File: src/rtl/core/y2r_pkg.sv
`timescale 1ns / 1ps
// ----------------------------------------------------------------------------
// y2r_pkg
// Shared types and constants for the packed 4:2:2 to RGB888 converter.
// ----------------------------------------------------------------------------
package y2r_pkg;

   // Register indexes on the csr port
   localparam logic REG_PIXEL_ORDER = 1'b0;
   localparam logic REG_OUTPUT_MODE = 1'b1;

   // Byte order codes
   localparam logic ORDER_YUYV = 1'b0;
   localparam logic ORDER_UYVY = 1'b1;

   // Output mode codes; the unused code behaves as gray
   localparam logic [1:0] MODE_RGB  = 2'd0;
   localparam logic [1:0] MODE_BGR  = 2'd1;
   localparam logic [1:0] MODE_GRAY = 2'd2;

   // Chroma weights in Q8
   localparam logic signed [10:0] COEF_RU = 11'sd520;
   localparam logic signed [10:0] COEF_GU = 11'sd101;
   localparam logic signed [10:0] COEF_GV = 11'sd149;
   localparam logic signed [10:0] COEF_BV = 11'sd292;

   // Q8 rounding bias (one half)
   localparam logic signed [18:0] Q8_HALF = 19'sd128;

   typedef struct packed {
      logic        end_of_buffer;
      logic [31:0] macropixel;
   } req_payload_type;

   typedef struct packed {
      logic       last_pair;
      logic [7:0] second_pixel_c;
      logic [7:0] second_pixel_b;
      logic [7:0] second_pixel_a;
      logic [7:0] first_pixel_c;
      logic [7:0] first_pixel_b;
      logic [7:0] first_pixel_a;
   } rsp_payload_type;

   // Rounded chroma terms shared by both pixels of a pair
   typedef struct packed {
      logic signed [9:0] tr;
      logic signed [9:0] tg;
      logic signed [9:0] tb;
   } chroma_terms_type;

   typedef struct packed {
      logic [7:0] a;
      logic [7:0] b;
      logic [7:0] c;
   } pixel_type;

endpackage

File: src/rtl/core/yuv422_to_rgb_converter.sv
`timescale 1ns / 1ps
// ----------------------------------------------------------------------------
// yuv422_to_rgb_converter
// Packed 4:2:2 macropixel to two RGB888 / BGR888 / gray pixels.
// ----------------------------------------------------------------------------
// Usage:
//   req channel carries one macropixel (four bytes) and an end-of-buffer flag.
//   rsp channel carries the two pixels of the pair and last_pair.
//   csr port: csr_index 0 sets pixel order (0 Y0 U Y1 V, 1 U Y0 V Y1),
//   csr_index 1 sets output mode (0 RGB, 1 BGR, 2 or 3 gray). Write only
//   while the block is idle.
// An accepted req transfer is registered in stage 1, then in the output
//   register. One macropixel per cycle while rsp_stall is low; two pipeline
//   stages: chroma multipliers in the first, both pixel lanes in the second.
// Reset (synchronous, active high) empties the pipeline and sets both
//   registers to zero.
// Stall: when rsp_stall holds, the result stays in the output register and
//   the first stage still takes one more item; req_stall rises once both
//   stages are full.
// ----------------------------------------------------------------------------
module yuv422_to_rgb_converter (
   input  logic                     clock,
   input  logic                     reset,
   input  logic                     req_valid,
   output logic                     req_stall,
   input  y2r_pkg::req_payload_type req_payload,
   output logic                     rsp_valid,
   input  logic                     rsp_stall,
   output y2r_pkg::rsp_payload_type rsp_payload,
   input  logic                     csr_we,
   input  logic                     csr_index,
   input  logic [1:0]               csr_data
);
   import y2r_pkg::*;

   // Configuration registers
   logic       order_ff;
   logic [1:0] mode_ff;

   always_ff @(posedge clock) begin
      if (reset) begin
         order_ff <= ORDER_YUYV;
         mode_ff  <= MODE_RGB;
      end else if (csr_we) begin
         unique case (csr_index)
            REG_PIXEL_ORDER: order_ff <= csr_data[0];
            REG_OUTPUT_MODE: mode_ff  <= csr_data;
            default: ;
         endcase
      end
   end

   // Stage handshake
   logic s1_valid_ff;
   logic rsp_valid_ff;
   logic s2_adv;
   logic s1_adv;
   logic req_take;

   assign s2_adv    = !rsp_valid_ff || !rsp_stall;
   assign s1_adv    = !s1_valid_ff || s2_adv;
   assign req_stall = !s1_adv;
   assign req_take  = req_valid && s1_adv;

   // Stage 1: unpack and chroma terms
   logic [7:0]       y0_c;
   logic [7:0]       y1_c;
   chroma_terms_type terms_c;

   y2r_chroma u_chroma (
      .macropixel  (req_payload.macropixel),
      .pixel_order (order_ff),
      .y0          (y0_c),
      .y1          (y1_c),
      .terms       (terms_c)
   );

   logic [7:0]       y0_ff;
   logic [7:0]       y1_ff;
   chroma_terms_type terms_ff;
   logic [1:0]       s1_mode_ff;
   logic             s1_last_ff;

   always_ff @(posedge clock) begin
      if (reset) begin
         s1_valid_ff <= 1'b0;
      end else if (s1_adv) begin
         s1_valid_ff <= req_valid;
      end
   end

   always_ff @(posedge clock) begin
      if (req_take) begin
         y0_ff      <= y0_c;
         y1_ff      <= y1_c;
         terms_ff   <= terms_c;
         s1_mode_ff <= mode_ff;
         s1_last_ff <= req_payload.end_of_buffer;
      end
   end

   // Stage 2: two pixel lanes, merged into the output register
   pixel_type pix0;
   pixel_type pix1;

   y2r_lane u_lane0 (
      .luma        (y0_ff),
      .terms       (terms_ff),
      .output_mode (s1_mode_ff),
      .pixel       (pix0)
   );

   y2r_lane u_lane1 (
      .luma        (y1_ff),
      .terms       (terms_ff),
      .output_mode (s1_mode_ff),
      .pixel       (pix1)
   );

   rsp_payload_type rsp_in;
   rsp_payload_type rsp_ff;

   always_comb begin
      rsp_in.first_pixel_a  = pix0.a;
      rsp_in.first_pixel_b  = pix0.b;
      rsp_in.first_pixel_c  = pix0.c;
      rsp_in.second_pixel_a = pix1.a;
      rsp_in.second_pixel_b = pix1.b;
      rsp_in.second_pixel_c = pix1.c;
      rsp_in.last_pair      = s1_last_ff;
   end

   always_ff @(posedge clock) begin
      if (reset) begin
         rsp_valid_ff <= 1'b0;
      end else if (s2_adv) begin
         rsp_valid_ff <= s1_valid_ff;
      end
   end

   always_ff @(posedge clock) begin
      if (s2_adv && s1_valid_ff) begin
         rsp_ff <= rsp_in;
      end
   end

   assign rsp_valid   = rsp_valid_ff;
   assign rsp_payload = rsp_ff;

   // Checks
   a_take_fills_s1: assert property (@(posedge clock) disable iff (reset)
      req_valid && !req_stall |=> s1_valid_ff)
      else $error("accepted transfer did not reach stage 1");

   a_stall_needs_full: assert property (@(posedge clock)
      req_stall |-> s1_valid_ff && rsp_valid_ff && rsp_stall)
      else $error("req_stall raised with room in the pipeline");

   a_s1_moves_out: assert property (@(posedge clock) disable iff (reset)
      s1_valid_ff && s2_adv |=> rsp_valid_ff)
      else $error("stage 1 item lost on its way to the output");

   a_reset_empty: assert property (@(posedge clock)
      reset |=> !rsp_valid_ff && !s1_valid_ff)
      else $error("pipeline not empty after reset");

endmodule

File: src/rtl/core/y2r_chroma.sv
`timescale 1ns / 1ps
// ----------------------------------------------------------------------------
// y2r_chroma
// Unpacks one macropixel and forms the three rounded chroma terms.
// ----------------------------------------------------------------------------
module y2r_chroma (
   input  logic [31:0]               macropixel,
   input  logic                      pixel_order,
   output logic [7:0]                y0,
   output logic [7:0]                y1,
   output y2r_pkg::chroma_terms_type terms
);
   import y2r_pkg::*;

   logic [7:0]         u_byte;
   logic [7:0]         v_byte;
   logic signed [8:0]  du;
   logic signed [8:0]  dv;
   logic signed [18:0] p_ru;
   logic signed [18:0] p_gu;
   logic signed [18:0] p_gv;
   logic signed [18:0] p_bv;
   logic signed [18:0] t_r;
   logic signed [18:0] t_g;
   logic signed [18:0] t_b;

   // Byte selection per pixel order
   always_comb begin
      unique case (pixel_order)
         ORDER_YUYV: begin
            y0     = macropixel[7:0];
            u_byte = macropixel[15:8];
            y1     = macropixel[23:16];
            v_byte = macropixel[31:24];
         end
         ORDER_UYVY: begin
            u_byte = macropixel[7:0];
            y0     = macropixel[15:8];
            v_byte = macropixel[23:16];
            y1     = macropixel[31:24];
         end
         default: begin
            y0     = macropixel[7:0];
            u_byte = macropixel[15:8];
            y1     = macropixel[23:16];
            v_byte = macropixel[31:24];
         end
      endcase
   end

   // Remove chroma offset: flipping the top bit gives byte - 128,
   // then sign-extend by one bit
   assign du = $signed({~u_byte[7], ~u_byte[7], u_byte[6:0]});
   assign dv = $signed({~v_byte[7], ~v_byte[7], v_byte[6:0]});

   // Constant-weight products
   assign p_ru = 19'(du) * 19'(COEF_RU);
   assign p_gu = 19'(du) * 19'(COEF_GU);
   assign p_gv = 19'(dv) * 19'(COEF_GV);
   assign p_bv = 19'(dv) * 19'(COEF_BV);

   // Round half up; floor by taking the upper bits
   assign t_r = p_ru + Q8_HALF;
   assign t_g = Q8_HALF - p_gu - p_gv;
   assign t_b = p_bv + Q8_HALF;

   assign terms.tr = t_r[17:8];
   assign terms.tg = t_g[17:8];
   assign terms.tb = t_b[17:8];

endmodule

File: src/rtl/core/y2r_lane.sv
`timescale 1ns / 1ps
// ----------------------------------------------------------------------------
// y2r_lane
// One pixel lane: adds chroma to luma, saturates, orders channels; gray: luma.
// ----------------------------------------------------------------------------
module y2r_lane (
   input  logic [7:0]                luma,
   input  y2r_pkg::chroma_terms_type terms,
   input  logic [1:0]                output_mode,
   output y2r_pkg::pixel_type        pixel
);
   import y2r_pkg::*;

   function automatic logic [7:0] sat8(input logic signed [10:0] v);
      logic [7:0] r;
      if (v < 0) begin
         r = 8'd0;
      end else if (v > 11'sd255) begin
         r = 8'd255;
      end else begin
         r = v[7:0];
      end
      return r;
   endfunction

   logic signed [10:0] luma_s;
   logic [7:0]         red;
   logic [7:0]         green;
   logic [7:0]         blue;

   assign luma_s = $signed({3'b000, luma});
   assign red    = sat8(luma_s + 11'(terms.tr));
   assign green  = sat8(luma_s + 11'(terms.tg));
   assign blue   = sat8(luma_s + 11'(terms.tb));

   // Channel order per mode
   always_comb begin
      unique case (output_mode)
         MODE_RGB: pixel = '{a: red, b: green, c: blue};
         MODE_BGR: pixel = '{a: blue, b: green, c: red};
         default:  pixel = '{a: luma, b: 8'd0, c: 8'd0};
      endcase
   end

endmodule
File: config.mk
export PLATFORM = sky130hd
export DESIGN_NAME = yuv422_to_rgb_converter
export DESIGN_NICKNAME = d
export VERILOG_FILES = /design/src/rtl/core/y2r_pkg.sv /design/src/rtl/core/yuv422_to_rgb_converter.sv /design/src/rtl/core/y2r_chroma.sv /design/src/rtl/core/y2r_lane.sv
export SDC_FILE = /design/constraint.sdc
export NUM_CORES = 1
export LEC_CHECK = 0
export ABC_AREA = 0
export ABC_CLOCK_PERIOD_IN_PS = 11000
export BUFFER_PORTS_ARGS = -buffer_cell sky130_fd_sc_hd__buf_2
export CAP_MARGIN = 15
export CORE_MARGIN = 5
export CORE_UTILIZATION = 55
export DETAILED_ROUTE_END_ITERATION = 6
export MAX_ROUTING_LAYER = met4
export PLACE_DENSITY = 0.78
export SLEW_MARGIN = 20
export SYNTH_ARGS = -nofsm -noshare
export SYNTH_HDL_FRONTEND = slang
export SYNTH_HIERARCHICAL = 1
export SYNTH_SLANG_ARGS = --single-unit
File: constraint.sdc
create_clock -name clock -period 11 [get_ports clock]
set_input_delay 1.1 -clock clock [delete_from_list [all_inputs] [get_ports clock]]
set_output_delay 1.1 -clock clock [all_outputs]
set_load 0.01 [all_outputs]
==> results.sh, run 1 <==
export IMPL_status="finished clean"
export IMPL_hp_start="s1_last_ff"
export IMPL_path_max_fanout=37
export IMPL_cp_startpoint="order_ff"
export IMPL_start_kind="flop"
export IMPL_dieArea_um2=24310
export IMPL_grt_pass1_wl_mm=44.86
export IMPL_num_io_pins=92
export IMPL_clkPwrFrac_pct=8.7
export IMPL_setup_viol=0
export IMPL_final_common_cell="ha_1"
export IMPL_wl_met1_mm=12.07
export IMPL_top_layer_used="met4"
export IMPL_p_per_area_nw_per_um2=281.4
export IMPL_diodes=0
export IMPL_wl_met3_mm=2.090
export IMPL_synth_seq_area_share_pct=25.99
export IMPL_clock_path_buffers=2
export IMPL_arrival_ps=6250
export IMPL_wl_per_cell_um=17.72
export IMPL_overflow=0
export IMPL_slowest_delay_ps=890
export IMPL_ys_types=101
export IMPL_dr_pass1_iters=5
export IMPL_slew_headroom_pct=42.19
export IMPL_synth_nets=1476
export IMPL_switching_share_pct=47.75
export IMPL_ctsResizeCount=0
export IMPL_hold_viol_final=0
export IMPL_synth_edff_count=98
export IMPL_leakagePower_uw=0.005590
export IMPL_p_sw_uw=1709
export IMPL_slowest_stage="dfxtp_2"
export IMPL_final_cell_mix="161 x ha_1, 153 x inv_1, 98 x edfxtp_1"
export IMPL_fillers=1732
export IMPL_multi_input_area_um2=7956
export IMPL_critPathKind="flop to flop"
export IMPL_tightest_slew_ps=867.2
export IMPL_share_comb_of_total_power_pct=72.0
export IMPL_antenna_found_initial=0
export IMPL_die_h_um=155.9
export IMPL_cts_max_level=3
export IMPL_drv_cap=0
export IMPL_grt_usage_pct=23.54
export IMPL_drv_slew=0
export IMPL_fin_area_um2=12720
export IMPL_routed_wl_mm=27.96
export IMPL_fin_util_pct=60.51
export IMPL_gp_congestion=0.9974
export IMPL_route_met2_wl_mm=12.83
export IMPL_crit_required_ps=11100
export IMPL_r2r_start="order_ff"
export IMPL_rsz0062_at_grt="false"
export IMPL_cts_tree="done"
export IMPL_num_vias=9411
export IMPL_hold_end="rsp_payload[48]"
export IMPL_path_cells="mux2i_1 > inv_1 > ha_1 > inv_1 > fa_1 > fa_1 > fa_1 > inv_1 > fa_1 > inv_1 > ha_1 > a21oi_1 > o211ai_1 > a221oi_1 > o21ai_0 > a21oi_1 > xnor2_1"
export IMPL_max_freq_ghz=0.1625
export IMPL_viasPerCell=5.964
export IMPL_synth_cell_area_um2=11710
export IMPL_postCtsSetupRepairBufs=0
export IMPL_p_seq_share_pct=19.3
export IMPL_start_util_pct=55.70
export IMPL_drt_iter0_drc=699
export IMPL_fin_skew_ps=8.554
export IMPL_synth_seq_cells=103
export IMPL_period_minus_slack_ps=6152
export IMPL_p_int_uw=1870
export IMPL_rows=53
export IMPL_synth_warning_count=6
export IMPL_place_area_um2=12430
export IMPL_port_buffer_count=91
export IMPL_hold_depth=0
export IMPL_seqCellArea_um2=3044
export IMPL_area_growth_pct=8.634
export IMPL_nets=1557
export IMPL_place_hpwl_mm=22.82
export IMPL_syn_area_per_cell_um2=9.621
export IMPL_cts_buffers=9
export IMPL_end_kind="flop"
export IMPL_async_reset_ff_share_pct=0
export IMPL_syn_inst=1217
export IMPL_worstReg2RegEnd="terms_ff[19]"
export IMPL_clock_sinks=103
export IMPL_root_buffer="clkbuf_16"
export IMPL_fin_crit_sh_pct=55.93
export IMPL_worst_r2r_path_depth=17
export IMPL_drive_gt1_share_pct=13.66
export IMPL_grt_pass1_vias=8859
export IMPL_drc=0
export IMPL_ir_worst_vdd_mv=0.2708
export IMPL_worst_r2r_setup_slack_ps=4850
export IMPL_grt_start_max_net_pins=50
export IMPL_die_w_um=155.9
export IMPL_ctsHoldBuffers=0
export IMPL_synthFlopType="edfxtp_1"
export IMPL_tns_ps=0
export IMPL_final_antenna_net_count=0
export IMPL_worstHoldPathType="flop to flop"
export IMPL_path_clk_slew_ps=70
export IMPL_power_uw=3579
export IMPL_placeableCoreArea_um2=21020
export IMPL_clkLatencyLatePin_ps=350
[logic make-up after synthesis]
family / share of synthesized area, %
xor+xnor: 5.685
compound gates: 19.46
buf+inv: 6.251
fa+ha+maj: 26.95
simple gates: 12.09
flops: 25.99
mux: 3.580
[worst max-delay path by stage]
| stage | to | slack, ps |
|---|---|---|
| floorplan | terms_ff[19] | 4700 |
| finish | terms_ff[19] | 4850 |
| detailed placement | terms_ff[19] | 4670 |
| global route | terms_ff[19] | 4530 |
| CTS | terms_ff[19] | 4850 |
| global placement | terms_ff[19] | 4820 |
[metrics by stage]
| step | std cells | hold WS (ps) | setup slack (ps) |
|---|---|---|---|
| floorplan | 1217 | 400.3 | 4700 |
| global placement | 1562 | 401.2 | 4823 |
| detailed placement | 1562 | 408.3 | 4665 |
| CTS | 1578 | 429.3 | 4854 |
| global route | 1578 | 443.5 | 4534 |
| finish | 1578 | 421.4 | 4848 |
[routing by layer]
metal | GRT usage, % | vias up
li1 | - | 4571
met1 | 31.42 | 4417
met2 | 36.97 | 354
met3 | 3.273 | 69
met4 | 8.212 | 0
met5 | - | -
[final cells by class]
type / count / area share, %
clock buffers: 10 / 1.879
clock inverters: 6 / 0.3935
inverters: 154 / 4.545
multi-input cells: 932 / 62.55
flip-flops and latches: 103 / 23.93
well taps: 275 / 2.705
repair buffers: 98 / 3.994
[power groups by stage]
stage          combinational, µW  sequential (µW)  clock, µW
2_1_floorplan               2010              677          0
3_3_place_gp                2460              694          0
3_5_place_dp                2550              697          0
4_1_cts                     2560              688        319
5_1_grt                     2890              698        335
6_report                    2580              689        311
[flip-flops by register name, indices dropped and copies added, names as in the netlist]
register	count
mode_ff	2
order_ff	1
rsp_payload	49
rsp_valid	1
s1_last_ff	1
s1_mode_ff	2
s1_valid_ff	1
terms_ff	30
y0_ff	8
y1_ff	8
[cell usage after synthesis (14+ instances only)]
master	n	area share, %
o21a_1	22	1.4
inv_1	153	4.9
xnor2_1	52	3.9
xor2_1	24	1.8
nand2_1	57	1.8
o21ai_0	80	3.4
ha_1	161	17
mux2_2	23	2.2
edfxtp_1	98	25
nor2_1	72	2.3
nor2b_1	20	1.1
a21oi_1	70	3.0
nand3_1	24	1.0
mux2i_1	16	1.4
fa_1	57	9.7
clkbuf_1	17	0.54
nor3_1	14	0.60
[worst max-delay path, delay by kind of cell, from the launching register on]
family / cells / cell delay [ps]
adder cells (fa/ha/maj): 6 / 2760
AO/OA/AOI/OAI: 5 / 1130
flip-flops: 1 / 890
multiplexers: 1 / 570
buffers and inverters: 4 / 430
XOR/XNOR: 1 / 80
(Power assumes the default switching activity.)
==> inputs of run 2 (changes only) <==
Settings changed: ABC_CLOCK_PERIOD_IN_PS 11000 to 6000.
Clock period 11 ns to 6 ns, I/O delays scaled along.
==> run 2 against run 1 <==
Net effect:
- non-clock buffer count up 9
- flip-flop and latch count unchanged
- final area up 0.56%
- combinational power up 83%
- wire length down 0.40%
- critical path depth unchanged
- sequential share of layout area down 0.13 points
- power up 83%
- critical path type unchanged
- critical endpoint is now terms_ff[14]
- largest power group unchanged
==> results.sh, run 2 (same netlist as run 1, synthesis figures left out) <==
export IMPL_num_vias=9394
export IMPL_arrival_ps=5800
export IMPL_drt_iter0_drc=700
export IMPL_period_minus_slack_ps=5577
export IMPL_hold_viol_final=0
export IMPL_setup_viol=0
export IMPL_nets=1566
export IMPL_overflow=0
export IMPL_critPathKind="flop to flop"
export IMPL_die_h_um=155.9
export IMPL_grt_usage_pct=23.64
export IMPL_final_cells=1587
export IMPL_path_max_fanout=18
export IMPL_grt_pass1_wl_mm=44.80
export IMPL_drc=0
export IMPL_placeableCoreArea_um2=21020
export IMPL_clock_sinks=103
export IMPL_drive_gt1_share_pct=14.33
export IMPL_final_cell_mix="161 x ha_1, 153 x inv_1, 98 x edfxtp_1"
export IMPL_rows=53
export IMPL_ctsHoldBuffers=0
export IMPL_dr_pass1_iters=5
export IMPL_area_growth_pct=9.243
export IMPL_gp_congestion=0.9638
export IMPL_drv_slew=0
export IMPL_final_antenna_net_count=0
export IMPL_worstHoldPathType="input port to flop"
export IMPL_tns_ps=0
export IMPL_postCtsSetupRepairBufs=0
export IMPL_num_io_pins=92
export IMPL_slew_headroom_pct=48.51
export IMPL_final_common_cell="ha_1"
export IMPL_grt_start_max_net_pins=50
export IMPL_viasPerCell=5.919
export IMPL_path_clk_slew_ps=80
export IMPL_p_per_area_nw_per_um2=512.1
export IMPL_start_util_pct=55.70
export IMPL_grt_pass1_vias=8820
export IMPL_clock_path_buffers=2
export IMPL_fin_skew_ps=14.21
export IMPL_cts_buffers=9
export IMPL_antenna_found_initial=0
export IMPL_max_freq_ghz=0.1793
export IMPL_routed_wl_mm=27.85
export IMPL_rsz0062_at_grt="false"
export IMPL_largest_reg_flops=49
export IMPL_end_kind="flop"
export IMPL_drv_cap=0
export IMPL_crit_required_ps=6220
export IMPL_tightest_slew_ps=769.9
export IMPL_port_buffer_count=91
export IMPL_place_inst=1571
export IMPL_start_kind="flop"
export IMPL_ir_worst_vdd_mv=0.4066
export IMPL_leakagePower_uw=0.005637
export IMPL_wl_per_cell_um=17.55
export IMPL_fin_crit_sh_pct=92.95
export IMPL_status="finished clean"
export IMPL_diodes=0
export IMPL_die_w_um=155.9
export IMPL_cts_max_level=3
export IMPL_cts_tree="done"
export IMPL_root_buffer="clkbuf_16"
export IMPL_place_hpwl_mm=22.78
export IMPL_dieArea_um2=24310
export IMPL_clkLatencyLatePin_ps=350
## run 2: cell count changes in the layout (fill, tap and decap cells not counted)
cell | before | now
mux2i_1 | 15 | 14
mux2i_2 | 1 | 2
buf_4 | 7 | 16
clkinv_4 | 1 | 2
inv_6 | 2 | 0
inv_8 | 1 | 3
clkbuf_8 | 1 | 0
## run 2: final cells by class
cell class / instances / area (µm²)
Sequential cell: 103 / 3044
Tap cell: 275 / 344.1
Timing Repair Buffer: 107 / 575.6
Clock inverter: 7 / 63.81
Clock buffer: 9 / 225.2
Inverter: 154 / 578.1
Multi-Input combinational cell: 932 / 7960
Fill cell: 1755 / 8230
## run 2: final timing paths
kind	startpoint	endpoint	slack (ps)	cells after the start
setup reg to reg	order_ff	terms_ff[14]	420	17
setup / recovery	order_ff	terms_ff[14]	420	17
hold / removal	req_payload[32]	s1_last_ff	420	1
hold reg to reg	mode_ff[0]	s1_mode_ff[0]	430	0
## run 2: metal layers
layer  vias to the layer above  GRT usage, %  part of all wire (%)
met3                        62         2.857                   7.3
li1                       4611             -                     -
met2                       350         35.54                    44
met4                         0         9.421                   3.9
met1                      4371         32.72                    44
met5                         -             -                     0
## run 2: per-stage QoR
stage	power [µW]	worst slack (ps)	hold WS, ps	utilization, %	area, µm²
floorplan	4934	188.4	400.3	-	11710
global placement	5811	324.7	400.4	59.45	12500
detailed placement	5935	297.2	408.3	59.45	12500
CTS	6531	347.9	401.0	60.83	12790
global route	7228	15.49	398.5	60.85	12790
finish	6550	423.1	417.1	60.85	12790
## run 2: critical path, stage by stage (launching register included)
cell and delay, ps:
dfxtp_2 480, buf_4 290, mux2i_1 290, inv_1 220, ha_1 240, ha_1 200
fa_1 440, fa_1 520, inv_1 60, fa_1 460, fa_1 500, ha_1 320
and4_1 200, o2111a_1 150, o41ai_4 350, a21oi_2 150, or4b_1 490, nand3_1 80
## run 2: what timing repair did
item,4_1_cts,5_1_grt
setup endpoints to repair,0,1
hold endpoints to repair,0,0
gates resized for setup,0,1
## run 2: power breakdown
group	total, µW	internal (µW)	leakage (µW)	switching, µW
clock	571	291	0.000141	280
combinational	4720	2020	0.00451	2700
sequential	1260	1130	0.000987	135
==> inputs of run 3 (changes only) <==
Settings changed: CORE_MARGIN 5 to 1.
==> run 3 against run 2 <==
Net effect:
- the flow now finishes with violations (DRC)
- first-iteration DRC count decreased by 7.9%
- maximum frequency grew 0.30%
- setup slack better by 17 ps
- combinational power about the same
- wire length fell by 0.89%
- clock power increased by 7.9%
- register-to-register slack better by 20 ps
- critical path depth grew 2
- cell count down 0.19%
- die area shrank 10%
- final area increased by 0.21%
==> results.sh, run 3 (same netlist as run 1, synthesis figures left out) <==
export IMPL_dieArea_um2=21880
export IMPL_grt_pass1_wl_mm=44.17
export IMPL_area_growth_pct=9.468
export IMPL_setup_viol=0
export IMPL_slowest_stage="fa_1"
export IMPL_final_cell_mix="161 x ha_1, 153 x inv_1, 98 x edfxtp_1"
export IMPL_cts_buffers=9
export IMPL_placeableCoreArea_um2=20960
export IMPL_slew_headroom_pct=42.52
export IMPL_drv_cap=0
export IMPL_largest_reg_flops=49
export IMPL_routed_wl_mm=27.60
export IMPL_p_seq_share_pct=19.2
export IMPL_wl_per_cell_um=17.42
export IMPL_rows=53
export IMPL_share_comb_of_total_power_pct=71.5
export IMPL_cp_common_cell="fa_1"
export IMPL_globalRouteMet2Util_pct=41.91
export IMPL_cts_tree="done"
export IMPL_drt_iter0_drc=645
export IMPL_fin_crit_sh_pct=92.67
export IMPL_clkPwrFrac_pct=9.4
export IMPL_crit_required_ps=6110
export IMPL_num_io_pins=92
export IMPL_start_kind="flop"
export IMPL_max_freq_ghz=0.1798
export IMPL_grt_start_max_net_pins=50
export IMPL_use_met3_pct=3.549
export IMPL_worstHoldPathType="input port to flop"
export IMPL_grt_util_met1_pct=35.34
export IMPL_path_cells="mux2i_2 > buf_4 > ha_1 > xnor2_1 > ha_1 > o21bai_1 > fa_1 > fa_1 > fa_1 > inv_1 > fa_1 > inv_1 > ha_1 > a21oi_1 > o211ai_1 > a221oi_1 > o21ai_0 > a21oi_1 > xnor2_1"
export IMPL_worst_path_buf_inv=3
export IMPL_path_max_fanout=19
export IMPL_place_ws_ps=311.1
export IMPL_p_int_uw=3466
export IMPL_fin_skew_ps=13.48
export IMPL_tns_ps=0
export IMPL_drive_gt1_share_pct=14.06
export IMPL_drc=2
export IMPL_grt_usage_pct=26.62
export IMPL_violations="DRC"
export IMPL_ctsHoldBuffers=0
export IMPL_final_antenna_net_count=0
export IMPL_critPathTopFamily="adder cells"
export IMPL_p_sw_uw=3119
export IMPL_nets=1563
export IMPL_final_common_cell="ha_1"
export IMPL_switching_share_pct=47.36
export IMPL_fin_ws_ps=439.7
export IMPL_start_util_pct=55.88
export IMPL_whs_ps=417.1
export IMPL_power_uw=6585
export IMPL_slowest_delay_ps=550
export IMPL_viasPerCell=5.940
export IMPL_clock_path_buffers=2
export IMPL_die_w_um=147.9
export IMPL_gp_congestion=0.9829
export IMPL_num_vias=9409
export IMPL_overflow=0
export IMPL_drv_slew=0
export IMPL_critPathKind="flop to flop"
export IMPL_end_kind="flop"
export IMPL_clkLatencyLatePin_ps=360
export IMPL_p_per_area_nw_per_um2=513.8
export IMPL_grt_busiest_layer="met2"
export IMPL_status="finished with violations"
export IMPL_grt_pass1_vias=8643
export IMPL_antenna_found_initial=0
export IMPL_arrival_ps=5670
export IMPL_cts_max_level=3
export IMPL_die_h_um=147.9
export IMPL_path_clk_slew_ps=80
export IMPL_place_hpwl_mm=22.52
export IMPL_clock_sinks=103
export IMPL_rsz0062_at_grt="false"
export IMPL_hold_viol_final=0
export IMPL_ir_worst_vdd_mv=0.4715
export IMPL_dr_pass1_iters=7
export IMPL_diodes=0
export IMPL_period_minus_slack_ps=5560
export IMPL_root_buffer="clkbuf_16"
export IMPL_tightest_slew_ps=858.4
export IMPL_port_buffer_count=91
export IMPL_leakagePower_uw=0.005643
-- run 3: stage by stage --
| stage | cell area (µm²) | utilization, % | std cells |
|---|---|---|---|
| floorplan | 11710 | - | 1217 |
| global placement | 12490 | 59.59 | 1568 |
| detailed placement | 12490 | 59.59 | 1568 |
| CTS | 12820 | 61.16 | 1584 |
| global route | 12820 | 61.17 | 1584 |
| finish | 12820 | 61.17 | 1584 |
-- run 3: path summary, 6_finish.rpt --
check	startpoint	end	slack [ps]	depth (start not counted)
setup reg to reg	order_ff	terms_ff[19]	440	19
hold reg to reg	mode_ff[0]	s1_mode_ff[0]	430	0
hold / removal	req_payload[32]	s1_last_ff	420	1
setup / recovery	order_ff	terms_ff[19]	440	19
-- run 3: cell type report --
| type | count | area (µm²) |
|---|---|---|
| Multi-Input combinational cell | 932 | 7956 |
| Clock buffer | 11 | 275.3 |
| Inverter | 154 | 578.1 |
| Fill cell | 1789 | 8138 |
| Clock inverter | 5 | 53.80 |
| Timing Repair Buffer | 104 | 565.5 |
| Tap cell | 275 | 344.1 |
| Sequential cell | 103 | 3044 |
-- run 3: power by group through the flow --
stage	Combinational, µW	Sequential, µW	Clock, µW
after detailed placement	4660	1270	0
after CTS	4680	1260	632
after global routing	5280	1280	656
final	4710	1260	616
after global placement	4540	1270	0
after floorplan	3690	1240	0
-- run 3: what timing repair did --
action / CTS / global route
setup endpoints to repair: 0 / 3
setup buffers: 0 / 0
resized for setup: 0 / 1
-- run 3: per-layer routing --
layer | up-vias | part of all wire [%]
met5 | - | 0
met4 | 0 | 3.1
met3 | 46 | 6.0
met1 | 4445 | 45
li1 | 4584 | -
met2 | 334 | 46
